`src/design/slfr_pkg.sv`:
```
// Shared types and constants for the sync/length frame reassembler.
// No dependencies; used by slfr_step and the top level.
`default_nettype none

package slfr_pkg;

  localparam int          BUFFER_BYTES_DEF = 512;
  localparam logic [7:0]  SYNC_RESET       = 8'hA5;
  localparam logic [8:0]  LENGTH_EXTRA     = 9'd4;
  localparam int          HDR_BYTES        = 3;
  localparam int          COUNT_W          = 9;   // open frame holds at most 258 bytes
  localparam int          MLEN_W           = 10;
  localparam int          CFG_ADDR_W       = 3;
  localparam int          CFG_DATA_W       = 32;

  // register index, taken from paddr[2]
  localparam logic        REG_SYNC         = 1'b0;

  typedef struct packed {
    logic [COUNT_W-1:0] count;
    logic               dropping;
    logic [7:0]         hdr0;
    logic [7:0]         hdr1;
    logic [7:0]         hdr2;
  } slfr_state_t;

  typedef struct packed {
    logic [8:0] frame_length;
    logic [7:0] header_byte0;
    logic [7:0] header_byte1;
    logic [7:0] header_byte2;
  } slfr_result_t;

endpackage

`default_nettype wire

```
`src/design/slfr_if.sv`:
```
// Valid/ready channel interfaces for the frame reassembler input and result streams.
// Depends on nothing; field widths follow the block's item formats.
`default_nettype none

interface slfr_in_if;
  logic       valid;
  logic       ready;
  logic [7:0] data_byte;
  logic       first_of_message;
  logic [9:0] message_length;

  modport source (output valid, data_byte, first_of_message, message_length, input ready);
  modport sink   (input valid, data_byte, first_of_message, message_length, output ready);
endinterface

interface slfr_out_if;
  logic       valid;
  logic       ready;
  logic [8:0] frame_length;
  logic [7:0] header_byte0;
  logic [7:0] header_byte1;
  logic [7:0] header_byte2;

  modport source (output valid, frame_length, header_byte0, header_byte1, header_byte2,
                  input ready);
  modport sink   (input valid, frame_length, header_byte0, header_byte1, header_byte2,
                  output ready);
endinterface

`default_nettype wire

```
`src/design/slfr_step.sv`:
```
// Per-byte next-state and frame-complete logic of the reassembler.
// Depends on slfr_pkg.
`default_nettype none

module slfr_step
  import slfr_pkg::*;
#(
  parameter int BUFFER_BYTES = BUFFER_BYTES_DEF
) (
  input  slfr_state_t        state_i,
  input  logic [7:0]         data_byte,
  input  logic               first_of_message,
  input  logic [MLEN_W-1:0]  message_length,
  input  logic [7:0]         sync_value,
  output slfr_state_t        state_o,
  output logic               done_o,
  output slfr_result_t       result_o
);

  localparam int BUF_W = $clog2(BUFFER_BYTES + 1);
  localparam int MW    = (BUF_W > MLEN_W) ? BUF_W : MLEN_W;

  logic [MW-1:0]      mlen_w;
  logic [MW-1:0]      mlen_sat;
  logic [MW:0]        sum;
  logic               overflow;
  logic [COUNT_W-1:0] count_a;
  logic [COUNT_W-1:0] count_b;
  logic               drop;
  slfr_state_t        st;
  logic               hit;

  always_comb begin
    mlen_w   = MW'(message_length);
    mlen_sat = (mlen_w > MW'(BUFFER_BYTES)) ? MW'(BUFFER_BYTES) : mlen_w;
    sum      = (MW+1)'(state_i.count) + (MW+1)'(mlen_sat);
    overflow = sum > (MW+1)'(BUFFER_BYTES);

    count_a = (first_of_message && overflow) ? '0 : state_i.count;
    drop    = first_of_message ? ((count_a == '0) && (data_byte != sync_value))
                               : state_i.dropping;

    st          = state_i;
    st.count    = count_a;
    st.dropping = drop;
    hit         = 1'b0;
    count_b     = count_a + COUNT_W'(1);

    if (!drop) begin
      case (count_a)
        COUNT_W'(0): st.hdr0 = data_byte;
        COUNT_W'(1): st.hdr1 = data_byte;
        COUNT_W'(2): st.hdr2 = data_byte;
        default: ;
      endcase
      // length field sits in the third byte; frame is that plus four
      hit      = (count_b >= COUNT_W'(HDR_BYTES)) &&
                 (count_b == ({1'b0, st.hdr2} + LENGTH_EXTRA));
      st.count = hit ? '0 : count_b;
    end

    state_o                = st;
    done_o                 = hit;
    result_o.frame_length  = count_b;
    result_o.header_byte0  = st.hdr0;
    result_o.header_byte1  = st.hdr1;
    result_o.header_byte2  = st.hdr2;
  end

endmodule

`default_nettype wire

```
`src/design/sync_length_frame_reassembler.sv`:
```
// Top level of the sync/length frame reassembler: APB register, state and result registers.
// Depends on slfr_pkg, slfr_if and slfr_step.
// Latency: a frame's result is valid the cycle after its last byte is accepted.
// Throughput: one byte per cycle; in_ch.ready drops only while a result waits
// and out_ch.ready is low. Reset (rst_n low, synchronous) clears the byte count,
// drop flag and result valid, and sets sync_value to 0xA5.
`default_nettype none

module sync_length_frame_reassembler
  import slfr_pkg::*;
#(
  parameter int BUFFER_BYTES = BUFFER_BYTES_DEF
) (
  input  wire logic                  clk,
  input  wire logic                  rst_n,
  slfr_in_if.sink                    in_ch,
  slfr_out_if.source                 out_ch,
  input  wire logic                  psel,
  input  wire logic                  penable,
  input  wire logic                  pwrite,
  input  wire logic [CFG_ADDR_W-1:0] paddr,
  input  wire logic [CFG_DATA_W-1:0] pwdata,
  output logic      [CFG_DATA_W-1:0] prdata,
  output logic                       pready
);

  logic [7:0]   sync_value_r;
  slfr_state_t  state_r;
  slfr_state_t  state_nxt;
  logic         done;
  slfr_result_t result;
  slfr_result_t result_r;
  logic         out_valid_r;
  logic         in_fire;
  logic         reg_sel;

  assign pready  = 1'b1;
  assign reg_sel = paddr[2];
  assign prdata  = (reg_sel == REG_SYNC) ? CFG_DATA_W'(sync_value_r) : '0;

  always_ff @(posedge clk) begin
    if (!rst_n) begin
      sync_value_r <= SYNC_RESET;
    end else if (psel && penable && pwrite && (reg_sel == REG_SYNC)) begin
      sync_value_r <= pwdata[7:0];
    end
  end

  slfr_step #(
    .BUFFER_BYTES (BUFFER_BYTES)
  ) u_step (
    .state_i          (state_r),
    .data_byte        (in_ch.data_byte),
    .first_of_message (in_ch.first_of_message),
    .message_length   (in_ch.message_length),
    .sync_value       (sync_value_r),
    .state_o          (state_nxt),
    .done_o           (done),
    .result_o         (result)
  );

  // output register frees up in the same cycle it is taken
  assign in_ch.ready = !out_valid_r || out_ch.ready;
  assign in_fire     = in_ch.valid && in_ch.ready;

  always_ff @(posedge clk) begin
    if (!rst_n) begin
      state_r.count    <= '0;
      state_r.dropping <= 1'b0;
      out_valid_r      <= 1'b0;
    end else begin
      if (in_fire) begin
        state_r <= state_nxt;
      end
      if (in_fire && done) begin
        out_valid_r <= 1'b1;
      end else if (out_ch.ready) begin
        out_valid_r <= 1'b0;
      end
    end
  end

  always_ff @(posedge clk) begin
    if (in_fire && done) begin
      result_r <= result;
    end
  end

  assign out_ch.valid        = out_valid_r;
  assign out_ch.frame_length = result_r.frame_length;
  assign out_ch.header_byte0 = result_r.header_byte0;
  assign out_ch.header_byte1 = result_r.header_byte1;
  assign out_ch.header_byte2 = result_r.header_byte2;

endmodule

`default_nettype wire
```
`src/flat_wrapper.sv`:
```
// flat-port wrapper written by rule: the top's interface ports become plain ports
module sync_length_frame_reassembler_flat import slfr_pkg::*;
#(
  parameter int BUFFER_BYTES = BUFFER_BYTES_DEF
)
  (clk, rst_n, psel, penable, pwrite, paddr, pwdata, prdata, pready, in_ch_valid, in_ch_data_byte, in_ch_first_of_message, in_ch_message_length, in_ch_ready, out_ch_valid, out_ch_frame_length, out_ch_header_byte0, out_ch_header_byte1, out_ch_header_byte2, out_ch_ready);
  slfr_in_if in_ch_i ();
  slfr_out_if out_ch_i ();
  input  wire logic clk;
  input  wire logic rst_n;
  input  wire logic psel;
  input  wire logic penable;
  input  wire logic pwrite;
  input  wire logic [CFG_ADDR_W-1:0] paddr;
  input  wire logic [CFG_DATA_W-1:0] pwdata;
  output logic      [CFG_DATA_W-1:0] prdata;
  output logic pready;
  input wire logic [$bits(in_ch_i.valid)-1:0] in_ch_valid;
  input wire logic [$bits(in_ch_i.data_byte)-1:0] in_ch_data_byte;
  input wire logic [$bits(in_ch_i.first_of_message)-1:0] in_ch_first_of_message;
  input wire logic [$bits(in_ch_i.message_length)-1:0] in_ch_message_length;
  output wire logic [$bits(in_ch_i.ready)-1:0] in_ch_ready;
  output wire logic [$bits(out_ch_i.valid)-1:0] out_ch_valid;
  output wire logic [$bits(out_ch_i.frame_length)-1:0] out_ch_frame_length;
  output wire logic [$bits(out_ch_i.header_byte0)-1:0] out_ch_header_byte0;
  output wire logic [$bits(out_ch_i.header_byte1)-1:0] out_ch_header_byte1;
  output wire logic [$bits(out_ch_i.header_byte2)-1:0] out_ch_header_byte2;
  input wire logic [$bits(out_ch_i.ready)-1:0] out_ch_ready;
  assign in_ch_i.valid = in_ch_valid;
  assign in_ch_i.data_byte = in_ch_data_byte;
  assign in_ch_i.first_of_message = in_ch_first_of_message;
  assign in_ch_i.message_length = in_ch_message_length;
  assign in_ch_ready = in_ch_i.ready;
  assign out_ch_valid = out_ch_i.valid;
  assign out_ch_frame_length = out_ch_i.frame_length;
  assign out_ch_header_byte0 = out_ch_i.header_byte0;
  assign out_ch_header_byte1 = out_ch_i.header_byte1;
  assign out_ch_header_byte2 = out_ch_i.header_byte2;
  assign out_ch_i.ready = out_ch_ready;
  sync_length_frame_reassembler #(.BUFFER_BYTES(BUFFER_BYTES)) u_core (.clk(clk), .rst_n(rst_n), .in_ch(in_ch_i), .out_ch(out_ch_i), .psel(psel), .penable(penable), .pwrite(pwrite), .paddr(paddr), .pwdata(pwdata), .prdata(prdata), .pready(pready));
endmodule
```
`config.mk`:
```
export PLATFORM = sky130hd
export DESIGN_NAME = sync_length_frame_reassembler_flat
export DESIGN_NICKNAME = d
export VERILOG_FILES = /design/src/design/slfr_pkg.sv /design/src/design/slfr_if.sv /design/src/design/slfr_step.sv /design/src/design/sync_length_frame_reassembler.sv /design/src/flat_wrapper.sv
export SDC_FILE = /design/constraint.sdc
export NUM_CORES = 1
export LEC_CHECK = 0
export BUFFER_PORTS_ARGS = -buffer_cell sky130_fd_sc_hd__buf_2
export CORE_ASPECT_RATIO = 0.6
export CORE_UTILIZATION = 45
export CTS_BUF_LIST = sky130_fd_sc_hd__clkbuf_8
export CTS_CLUSTER_DIAMETER = 120
export CTS_CLUSTER_SIZE = 16
export DETAILED_ROUTE_END_ITERATION = 12
export PLACE_DENSITY = 0.83
export SYNTH_ARGS = -nofsm -noshare
export SYNTH_HDL_FRONTEND = slang
export SYNTH_SLANG_ARGS = --single-unit
```
`constraint.sdc`:
```
create_clock -name clk -period 8.7 [get_ports clk]
set_clock_uncertainty 0.05 [all_clocks]
set_input_delay 1.74 -clock clk [delete_from_list [all_inputs] [get_ports clk]]
set_output_delay 1.74 -clock clk [all_outputs]
set_load 0.03 [all_outputs]
```
# ---- After elaboration in Yosys (flattened, before gate mapping)
# Index checks and enable logic that the tools add are counted.
dict set report classes {
  mux 14
  n_div 0
  addsub 3
  eq_ne 4
  shift 0
  bitwise_logic 1
  n_mul 0
  reduce_logical 13
  magnitude_cmp 3
}
# operator n
set ops {}
lappend ops {{$mux W8} 5}
lappend ops {{$mux W9} 3}
lappend ops {{$mux W24} 1}
lappend ops {{$add A9 B10 Y11} 1}
lappend ops {{$gt A11 B10 Y1 const B} 1}
lappend ops {{$gt A10 B10 Y1 const B} 1}
lappend ops {{$mux W10} 1}
lappend ops {{$add A8 B3 Y9 const B} 1}
lappend ops {{$add A9 B1 Y9 const B} 1}
lappend ops {{$eq A9 B1 Y1 const B} 1}
lappend ops {{$eq A9 B2 Y1 const B} 1}
lappend ops {{$eq A9 B9 Y1} 1}
lappend ops {{$ge A9 B2 Y1 const B} 1}
lappend ops {{$logic_not A9 Y1} 1}
lappend ops {{$logic_and A1 B1 Y1} 8}
lappend ops {{$ne A8 B8 Y1} 1}
lappend ops {{$mux W1} 4}
lappend ops {{$reduce_and A2 Y1} 1}
lappend ops {{$reduce_bool A2 Y1} 1}
lappend ops {{$logic_not A1 Y1} 1}
lappend ops {{$logic_or A1 B1 Y1} 1}
lappend ops {{$not A1 Y1} 1}
dict set report totals {
  out_inout_bits 68
  inputBits 61
  latch_bits 0
  n_memories 0
  mem_bits_ro 0
  ram_bits 0
  ff_bits 76
}

# ---- Logic depth before layout (Yosys ltp)
dict set report depth {
  depth_word 16
  depth_mapped 26
}

# ---- Cells and area by module
# From an unflattened synthesis, not the netlist that was laid out.
dict set report unflattened {
  cells_unflattened 478
  area_unflattened_um2 4919.7
}
# module area_per_inst_um2 cells_per_inst instances
set by_module_without_submodules {}
lappend by_module_without_submodules {sync_length_frame_reassembler 2742.6 174 1}
lappend by_module_without_submodules {slfr_step 2177.1 304 1}

# ---- Worst setup path before layout
# Ideal clock, no wire load.
dict set report synth_timing {
  path_kind {input-to-reg}
  startpoint {input in_ch_message_length[9]}
  endpoint {register u_core.result_r, in the netlist u_core.out_ch.frame_length[0], enable pin}
  arrival_time_ns 6.591
  setup_ns 0.377
  stages 24
  path_slack_ns 1.681
  n_path_buf 2
  path_cell_list {clkbuf_1 -> nor2b_1 -> ha_1 -> inv_1 -> fa_1 -> nand2b_1 -> a211oi_2 -> o21ai_0 -> a2111oi_2 -> a31oi_1 -> or2_1 -> clkdlybuf4s15_2 -> nor2_1 -> ha_1 -> o21ai_4 -> mux2i_1 -> inv_1 -> ha_1 -> nor4_1 -> nor2_1 -> xnor2_1 -> nand3_1 -> nor2_1 -> and4bb_2}
}
dict set report synth_via {
  elab_chain_cells 14
  word_cells_on_any_way 19
}
# element line_no
set synth_rtl {}
lappend synth_rtl {{from (decl)} flat_wrapper.sv:21} ;# input wire logic [$bits(in_ch_i.message_length)-1:0] in_ch_message_length;
lappend synth_rtl {{$gt A10 B10 Y1} slfr_step.sv:35} ;# mlen_sat = (mlen_w > MW'(BUFFER_BYTES)) ? MW'(BUFFER_BYTES) : mlen_w;
lappend synth_rtl {{$mux W10 *} slfr_step.sv:35}
lappend synth_rtl {{$add A9 B10 Y11 *} slfr_step.sv:36} ;# sum = (MW+1)'(state_i.count) + (MW+1)'(mlen_sat);
lappend synth_rtl {{$gt A11 B10 Y1 *} slfr_step.sv:37} ;# overflow = sum > (MW+1)'(BUFFER_BYTES);
lappend synth_rtl {{$logic_and A1 B1 Y1 *} slfr_step.sv:39} ;# count_a = (first_of_message && overflow) ? '0 : state_i.count;
lappend synth_rtl {{$mux W9 *} slfr_step.sv:39}
lappend synth_rtl {{$eq A9 B2 Y1} slfr_step.sv:50} ;# case (count_a)
lappend synth_rtl {{$mux W8} slfr_step.sv:50}
lappend synth_rtl {{$mux W8} slfr_step.sv:49} ;# if (!drop) begin
lappend synth_rtl {{$add A8 B3 Y9} slfr_step.sv:58} ;# (count_b == ({1'b0, st.hdr2} + LENGTH_EXTRA));
lappend synth_rtl {{$eq A9 B9 Y1} slfr_step.sv:58}
lappend synth_rtl {{$logic_and A1 B1 Y1} slfr_step.sv:57} ;# hit = (count_b >= COUNT_W'(HDR_BYTES)) &&
lappend synth_rtl {{$mux W1 *} slfr_step.sv:49}
lappend synth_rtl {{$logic_and A1 B1 Y1 *} sync_length_frame_reassembler.sv:84} ;# if (in_fire && done) begin
lappend synth_rtl {{to (signal assigned)} sync_length_frame_reassembler.sv:85} ;# result_r <= result;
lappend synth_rtl {{to (decl)} sync_length_frame_reassembler.sv:32} ;# slfr_result_t result_r;
# Every way passes the cells marked *; elsewhere a longest branch is shown, timed or not. The select of a mux whose other input is x is not followed.
# A chain may end at the register's enable or synchronous reset.

# ---- Final worst setup path
dict set report layout_timing {
  startpoint {input in_ch_message_length[9]}
  endpoint {register u_core.result_r, in the netlist u_core.out_ch.header_byte1[3], enable pin}
}
# Same word-level chain as after synthesis.

==> impl_metrics.py <==
metrics = {
    "sta": {
        "slew_violations": 0,
        "tightest_slew_ns": 0.643,
        "period_minus_slack_ns": 7.49,
        "fmax_mhz": 133,
        "setup_violations": 0,
        "slew_headroom_pct": 57.1,
        "setup_tns_ns": 0,
        "rsz0062_at_grt": "false",
        "finalCritPeriodShare_pct": 86.1,
        "hold_viol": 0,
    },
    "place": {
        "placed_area_mm2": 0.00479,
        "placed_cells": 590,
        "gp_congestion": 0.880,
        "hpwl_um": 7270,
        "io_buffers": 77,
    },
    "drt": {
        "routed_wl_um": 9780,
        "via_per_inst": 5.40,
        "final_antenna_net_count": 0,
        "initialDrtViolationCount": 226,
        "post_drt_wl_per_cell_um": 16.1,
        "first_pass_iters": 5,
        "remaining_drc_errors": 0,
        "vias": 3270,
    },
    "clocking": {
        "cts-root-buf": "clkbuf_8",
        "numCtsBuffers": 9,
        "htree_levels": 3,
        "cts_max_path_buffers": 2,
        "postCtsHoldBufs": 0,
        "clk_pin_slew_ns": 0.07,
        "cts_resized": 0,
        "cts_setup_buffers": 0,
        "cts_sinks": 76,
        "insertion_delay_ns": 0.35,
        "cts_tree": "yes",
    },
    "yosys": {
        "synth_warnings": 0,
        "yosysTopAreaCell": "edfxtp_1",
        "yosys-top-cells-count": "edfxtp_1, nand2_1, mux2_2",
        "avgSynthCellArea_um2": 11.2,
        "ys_seq_area_share_pct": 48.1,
        "synth_top_cell_area_share_pct": 39.3,
        "yosysUniqueCellTypes": 63,
        "synth_edf_count": 57,
        "synth_flop_cell": "edfxtp_1",
        "netlist_instances": 389,
        "synth_most_common_cell": "edfxtp_1",
        "synth-seq-cells": 76,
        "ys_top_cells_by_area": "edfxtp_1, dfxtp_1, mux2_2, buf_4, ha_1",
        "syn_area_mm2": 0.00435,
        "async_reset_ff_share_pct": 0,
    },
    "setup_path": {
        "cp.arrival_ns": 7.49,
        "worstSetupPathType": "in -> reg",
        "endpoint_kind": "register",
        "slowest_delay_ns": 0.51,
        "path_max_fanout": 22,
        "cp_slowest_cell": "and4bb_2",
        "path_delay_family": "simple AND/OR/NAND/NOR gates",
        "critical_path_required_ns": 8.70,
        "startpoint_type": "input port",
        "crit_buf_inv": 5,
    },
    "hold_path": {
        "hp-class": "reg -> reg",
    },
    "floorplan": {
        "initial_core_util_pct": 46.8,
        "die_area_mm2": 0.0101,
        "die_height_um": 78.2,
        "core-area_mm2": 0.00929,
        "die_x_um": 129,
        "ios": 129,
        "row_count": 27,
    },
    "layout": {
        "nNetsFinal": 547,
        "utilization_pct": 53.7,
        "seq_area_mm2": 0.00209,
        "drive_above_1_share_pct": 29.8,
        "antennaDiodeCount": 0,
        "fill_cells": 822,
        "stdcell_count": 606,
        "multi_input_area_mm2": 0.00208,
        "design_area_mm2": 0.00499,
        "syn2layout_area_growth_pct": 14.7,
    },
    "global_routing": {
        "grt_use_total_pct": 20.4,
        "grt_pass1_vias": 3013,
        "grt-ovfl-total": 0,
        "antenna_found_initial": 0,
        "grt_pass1_wl_um": 15600,
        "grt_max_degree": 25,
    },
    "power": {
        "vdd_drop_max_mv": 0.0925,
        "power.density_mw_per_mm2": 158,
        "p_leak_uw": 0.00207,
    },
    "flow_run": {
        "cap_violations": 0,
    },
    "outcome": {
        "outcome": "complete, no violations",
    },
}
[worst min-delay path, stage by stage (launching register included)]
cell and delay (ns):
dfxtp_1 0.34, nand2_1 0.07, a21oi_1 0.06
[cell usage in the layout (no fill, tap or decap), drive strengths merged, types with 2 or more instances in the layout]
| cell | instances |
|---|---|
| buf | 80 |
| edfxtp | 57 |
| nand2 | 36 |
| mux2 | 26 |
| nor2 | 26 |
| conb | 25 |
| xor2 | 19 |
| dfxtp | 19 |
| nand3 | 18 |
| nor2b | 17 |
| ha | 14 |
| a21oi | 13 |
| xnor2 | 12 |
| inv | 12 |
| clkbuf | 11 |
| a22o | 8 |
| mux2i | 6 |
| o21ai | 6 |
| and3 | 6 |
| nor3 | 4 |
| a21o | 4 |
| nand2b | 4 |
| o21a | 4 |
| a211oi | 4 |
| or2b | 3 |
| nand4b | 3 |
| nor4 | 3 |
| and2 | 3 |
| a21boi | 2 |
| nand4 | 2 |
| and4 | 2 |
| nor3b | 2 |
| or2 | 2 |
[logic make-up (layout without fill, tap and decap cells)]
group / Yosys count / count (layout) / synth area share (%)
AND/OR/NAND/NOR: 136 / 136 / 16.7
flip-flops: 76 / 76 / 48.1
AO/OA/AOI/OAI: 56 / 56 / 10.0
buffers and inverters: 41 / 105 / 6.21
multiplexers: 32 / 32 / 8.11
XOR/XNOR: 31 / 31 / 6.24
adder cells (fa/ha/maj): 15 / 15 / 4.49
other: 2 / 25 / 0.173
[metrics by stage]
| stage | worst slack (ns) | hold slack (ns) | power, uW |
|---|---|---|---|
| floorplan | 1.68 | 0.406 | 501 |
| global placement | 1.09 | 0.427 | 518 |
| detailed placement | 0.936 | 0.439 | 522 |
| CTS | 1.29 | 0.454 | 793 |
| global route | 0.536 | 0.467 | 819 |
| finish | 1.21 | 0.455 | 789 |
[report_power, final]
| group | switching [uW] | internal, uW | total [uW] |
|---|---|---|---|
| sequential | 5.13 | 401 | 406 |
| combinational | 69.5 | 40.6 | 110 |
| clock | 126 | 147 | 273 |
[worst paths after layout]
check	start	slack, ns	end	depth (start not counted)
worst max register to register	u_core.state_r[25]$_SDFFE_PN0P_	2.40	u_core.out_ch.header_byte1[3]$_DFFE_PP_	23
worst min register to register	u_core.sync_value_r[1]$_SDFFE_PN0P_	0.46	u_core.sync_value_r[1]$_SDFFE_PN0P_	2
worst max-delay path	in_ch_message_length[9]	1.21	u_core.out_ch.header_byte1[3]$_DFFE_PP_	25
worst min-delay path	u_core.sync_value_r[1]$_SDFFE_PN0P_	0.46	u_core.sync_value_r[1]$_SDFFE_PN0P_	2
[area by class of cell]
cell class              count  area share (%)
flip-flops and latches     76            41.9
multi-input cells         295            41.6
repair buffers             80            8.43
well taps                 130            3.26
clock buffers              11            3.03
clock inverters             5            1.05
inverters                   9           0.677
[registers in the layout, summed over array words and instances, names as in the netlist]
| name | count |
|---|---|
| u_core.state_r | 34 |
| u_core.out_ch.frame_length | 9 |
| u_core.out_ch.header_byte0 | 8 |
| u_core.out_ch.header_byte1 | 8 |
| u_core.out_ch.header_byte2 | 8 |
| u_core.sync_value_r | 8 |
| u_core.out_ch.valid | 1 |
[metal layers]
metal	wire length, um	share of wire [%]	GRT usage (%)
met5	0	0	0
met4	140	1.4	5.29
met3	873	8.9	6.00
met2	4150	42	30.3
met1	4620	47	29.0
Power figures use the tool's default switching activity.
